<file path="src/design/ratio_feedforward_lead_lag_deadtime_macros.svh">
// Assertion macros shared by the ratio feedforward compensator RTL.
`ifndef RATIO_FEEDFORWARD_LEAD_LAG_DEADTIME_MACROS_SVH
`define RATIO_FEEDFORWARD_LEAD_LAG_DEADTIME_MACROS_SVH
`ifndef SYNTH
`define RFFL_ASSERT_IMP(lbl, ante, cons) \
    lbl: assert property (@(posedge aclk) disable iff (!aresetn) (ante) |-> (cons)) \
        else $error("rffl: check failed");
`define RFFL_ASSERT_NXT(lbl, ante, cons) \
    lbl: assert property (@(posedge aclk) disable iff (!aresetn) (ante) |=> (cons)) \
        else $error("rffl: check failed");
`else
`define RFFL_ASSERT_IMP(lbl, ante, cons)
`define RFFL_ASSERT_NXT(lbl, ante, cons)
`endif
`endif

</file>
<file path="src/design/rffl_pkg.sv">
// Shared constants and types of the ratio feedforward compensator.
`default_nettype none
package rffl_pkg;
    localparam int SAMPLE_W    = 32;
    localparam int DELAY_DEPTH = 256;
    localparam int RING_AW     = $clog2(DELAY_DEPTH);
    localparam int CFG_W       = 32;
    localparam int CFG_AW      = 4;
    localparam int DIV_NUM_W   = 51;
    localparam int DIV_DEN_W   = 34;
    localparam int DIV_CNT_W   = $clog2(DIV_NUM_W + 1);

    localparam logic [CFG_AW-1:0] REG_GAIN    = 4'd0;
    localparam logic [CFG_AW-1:0] REG_LEAD    = 4'd1;
    localparam logic [CFG_AW-1:0] REG_LAG     = 4'd2;
    localparam logic [CFG_AW-1:0] REG_DEAD    = 4'd3;
    localparam logic [CFG_AW-1:0] REG_OUT_MIN = 4'd4;
    localparam logic [CFG_AW-1:0] REG_OUT_MAX = 4'd5;
    localparam logic [CFG_AW-1:0] REG_MODE    = 4'd6;
    localparam logic [CFG_AW-1:0] REG_COMBINE = 4'd7;

    localparam logic [2:0] MODE_STATIC   = 3'd0;
    localparam logic [2:0] MODE_LEADLAG  = 3'd1;
    localparam logic [2:0] MODE_DEADTIME = 3'd2;
    localparam logic [2:0] MODE_BOTH     = 3'd3;

    localparam logic COMBINE_ADD = 1'b0;
    localparam logic COMBINE_MUL = 1'b1;
    localparam logic STATUS_OK       = 1'b0;
    localparam logic STATUS_BAD_STEP = 1'b1;

    typedef struct packed {
        logic                 start;
        logic [DIV_NUM_W-1:0] num;
        logic [DIV_DEN_W-1:0] den;
    } div_req_t;

    typedef struct packed {
        logic                 done;
        logic [DIV_NUM_W-1:0] quo;
    } div_rsp_t;
endpackage
`default_nettype wire

</file>
<file path="src/design/rffl_div.sv">
// Radix-2 restoring unsigned divider, one quotient bit per cycle.
`default_nettype none
module rffl_div import rffl_pkg::*; (
    input  wire logic     aclk,
    input  wire logic     aresetn,
    input  wire div_req_t req,
    output div_rsp_t      rsp
);
    logic [DIV_NUM_W-1:0] num_reg;
    logic [DIV_NUM_W-1:0] quo_reg;
    logic [DIV_DEN_W-1:0] den_reg;
    logic [DIV_DEN_W-1:0] rem_reg;
    logic [DIV_CNT_W-1:0] cnt_reg;
    logic                 busy_reg;
    logic                 done_reg;
    logic [DIV_DEN_W:0]   trial;
    logic [DIV_DEN_W:0]   trial_sub;
    logic                 fits;

    always_comb begin
        trial     = {rem_reg, num_reg[DIV_NUM_W-1]};
        fits      = trial >= {1'b0, den_reg};
        trial_sub = trial - {1'b0, den_reg};
    end

    always_ff @(posedge aclk) begin
        if (!aresetn) begin
            busy_reg <= 1'b0;
            done_reg <= 1'b0;
            cnt_reg  <= '0;
        end else begin
            done_reg <= 1'b0;
            if (req.start) begin
                busy_reg <= 1'b1;
                cnt_reg  <= DIV_CNT_W'(DIV_NUM_W);
            end else if (busy_reg) begin
                cnt_reg <= cnt_reg - 1'b1;
                if (cnt_reg == DIV_CNT_W'(1)) begin
                    busy_reg <= 1'b0;
                    done_reg <= 1'b1;
                end
            end
        end
    end

    always_ff @(posedge aclk) begin
        if (req.start) begin
            num_reg <= req.num;
            den_reg <= req.den;
            rem_reg <= '0;
            quo_reg <= '0;
        end else if (busy_reg) begin
            num_reg <= {num_reg[DIV_NUM_W-2:0], 1'b0};
            rem_reg <= fits ? trial_sub[DIV_DEN_W-1:0] : trial[DIV_DEN_W-1:0];
            quo_reg <= {quo_reg[DIV_NUM_W-2:0], fits};
        end
    end

    assign rsp.done = done_reg;
    assign rsp.quo  = quo_reg;
endmodule
`default_nettype wire

</file>
<file path="config.mk">
export PLATFORM = sky130hd
export DESIGN_NAME = rffl_div
export DESIGN_NICKNAME = d
export VERILOG_FILES = /design/src/design/ratio_feedforward_lead_lag_deadtime_macros.svh /design/src/design/rffl_pkg.sv /design/src/design/rffl_div.sv
export SDC_FILE = /design/constraint.sdc
export NUM_CORES = 1
export LEC_CHECK = 0
export ABC_AREA = 1
export BUFFER_PORTS_ARGS = -buffer_cell sky130_fd_sc_hd__clkbuf_2
export CORE_MARGIN = 5
export CORE_UTILIZATION = 45
export CTS_BUF_LIST = sky130_fd_sc_hd__clkbuf_4 sky130_fd_sc_hd__clkbuf_8
export CTS_CLUSTER_DIAMETER = 60
export DETAILED_ROUTE_END_ITERATION = 12
export PLACE_DENSITY_LB_ADDON = 0.3
export SYNTH_ARGS = -nofsm -noshare
export SYNTH_HDL_FRONTEND = slang
export SYNTH_SLANG_ARGS = --single-unit
</file>
<file path="constraint.sdc">
create_clock -name aclk -period 2.8 [get_ports aclk]
set_input_delay 0.42 -clock aclk [delete_from_list [all_inputs] [get_ports aclk]]
set_output_delay 0.42 -clock aclk [all_outputs]
set_load 0.05 [all_outputs]
</file>
==> impl_metrics.tcl <==
set metrics [dict create \
    worst_hold_slack_ps 130 \
    min_period_ps 2480 \
    overflow 0 \
    avgViaCountPerCell 4.80 \
    ios 140 \
    antenna_found_initial 0 \
    place.gp.congestion 0.926 \
    cts_max_path_buffers 2 \
    rrSetupSlack_ps 320 \
    reg2reg_from "rem_reg[18]" \
    critPathMaxStageDelay_ps 370 \
    drc_errors 0 \
    wirelength_um 20400 \
    grt_pass1_wl_um 34500 \
    crit_top_cell "nand2_1" \
    cp.buffers_inverters 1 \
    initial_core_util_pct 45.2 \
    holdPathStages 1 \
    power_density_nw_per_um2 501 \
    io_buffers 139 \
    synth_area_per_cell_um2 7.90 \
    crit_path_top_delay_cell "dfxtp_1" \
    root_buffer "clkbuf_8" \
    synth-edff-count 85 \
    cp.arrival_ps 2810 \
    fp.dieW_um 152 \
    critPathMaxFanout 24 \
    nNetsFinal 1405 \
    yosys_warnings 0 \
    cts_resized 0 \
    firstDrtPassIters 5 \
    crit_type "reg -> reg" \
    core_area_um2 20000 \
    final_cell_mix "nand2_1, inv_1, clkbuf_2, dfxtp_1, edfxtp_1" \
    ys_seq_area_share_pct 48.7 \
    hold_violations 0 \
    critPathTopFamily "simple AND/OR/NAND/NOR gates" \
    ys_async_sr_fraction_pct 0 \
    syn_area_um2 9060 \
    synth_flop_cell "dfxtp_1" \
    htree_num_levels 4 \
    synth_nets 1272 \
    die_h_um 152 \
    num_rows 52 \
    path_cells "ha_1 -> nand2_1 -> nor2_1 -> nand2_1 -> nor2_1 -> a21oi_1 -> nand2_4 -> buf_4 -> nand2_1 -> nand3_1 -> o21ai_0" \
    cts_tree "yes" \
    status "finished clean" \
    r2r-end "rem_reg[7]" \
    num_vias 7503 \
    dp_hpwl_um 15200 \
    pre_cts_ws_ps 373 \
    yosysTopAreaCell "edfxtp_1" \
    routedWlPerCell_um 13.1 \
    clk_latency_ps 460 \
    max_freq_ghz 0.404 \
    cts_setup_buffers 0 \
    totalPowerFinal_w 0.00522 \
    n_antenna_cell 0 \
    slew_violations 0 \
    drtAntennaViolNets 0 \
    grt_max_degree 67 \
    maxCapViolations 0 \
    layout-drive-gt1-share_pct 17.0 \
    p_leak_nw 5.03 \
    ys_ff_latch 178 \
    cts.sinks 178 \
    crit_path_start_kind "flop" \
    fin_skew_ps 18.5 \
    finalSetupViolCount 0 \
    synthDominantCellAreaShare_pct 28.2 \
    fillCellCount 1996 \
    dieArea_um2 23100 \
    tightest_slew_ps 839 \
    r2r_cells 11 \
    holdPathEnd "den_reg[0]" \
    syn2layout_area_growth_pct 14.9 \
    cts_made_buffers 17 \
    setup_tns_ps 0 \
    synth_top_cells_by_area "edfxtp_1, dfxtp_1, nand2_1, inv_1, ha_1" \
    first_global_vias 7198 \
    clk_pin_slew_ps 110 \
    drt_iter0_markers 417 \
    rsz0062_at_grt "false" \
    synth_cells 1147 \
    hp-start "req[0]" \
    final_common_cell "nand2_1" \
    cts_hold_buf 0 \
    grt_use_total_pct 17.6 \
    yosysUniqueCellTypes 42 \
    finalCritPeriodShare_pct 88.4 \
    relSlewSlack_pct 44.0 \
    vdd_ir_drop_max_mv 0.324 \
    crit_required_ps 3140 \
    fin_ws_ps 325 \
    hp-class "in -> reg" \
    endpoint_kind "flop" \
]
## cell families after synthesis
logic type	count (synthesis)	share of synthesized area, %
buf+inv	208	9.22
simple gates	571	26.2
flops	178	48.7
fa+ha+maj	37	5.19
compound gates	134	8.80
xor+xnor	19	1.84
## area by class of cell
type / count / area (um^2) / share of cell area [%]
timing repair buffer: 149 / 786 / 7.55
tap: 270 / 338 / 3.24
sequential: 178 / 4410 / 42.4
clock inverter: 15 / 175 / 1.68
multi-input combinational: 761 / 3820 / 36.6
clock buffer: 17 / 234 / 2.25
inverter: 173 / 651 / 6.25
## power breakdown
part,switching [W],internal [W]
Combinational,0.000330,0.000178
Sequential,0.0000373,0.00287
Clock,0.00108,0.000727
## worst max path at each step
stage,from,to,slack [ps],depth (start not counted)
6_report,rem_reg[18],rem_reg[7],320,11
3_5_place_dp,den_reg[18],rem_reg[7],370,12
3_3_place_gp,den_reg[28],rem_reg[22],410,12
2_1_floorplan,den_reg[26],rem_reg[2],770,13
5_1_grt,den_reg[16],rem_reg[7],80,12
4_1_cts,den_reg[30],rem_reg[22],350,12
## per-layer routing
metal,vias up,track usage (%),share of wire (%)
li1,3937,-,-
met1,3379,23.9,47
met2,170,28.4,46
met3,17,5.12,6.2
met4,0,3.55,0.87
met5,-,0,0
## cell usage after synthesis, types with 2 or more instances
cell and instances:
o21bai_1 5, clkbuf_1 27, a21oi_1 38, xnor2_1 16, a21o_1 5, o22ai_1 48
dfxtp_1 93, or2_1 14, edfxtp_1 85, inv_2 11, nor2_2 2, buf_8 2
nand3_2 9, nand2_2 8, nand2_1 400, inv_1 162, nor3_1 5, ha_1 36
o21ai_1 8, buf_4 2, nand3_1 56, nor2_1 66, nand4_1 5, a31oi_1 2
o21ai_0 21, o211ai_2 3, xor2_1 3
## stage by stage
stage                     util (%)  instances  cell area, um^2
after CTS                     52.0       1563            10400
after floorplan                  -       1147             9060
after global placement        49.9       1531            10000
after global routing          52.0       1563            10400
after detailed placement      49.9       1531            10000
final                         52.0       1563            10400
Note: power is estimated with default switching activity, not from simulation.
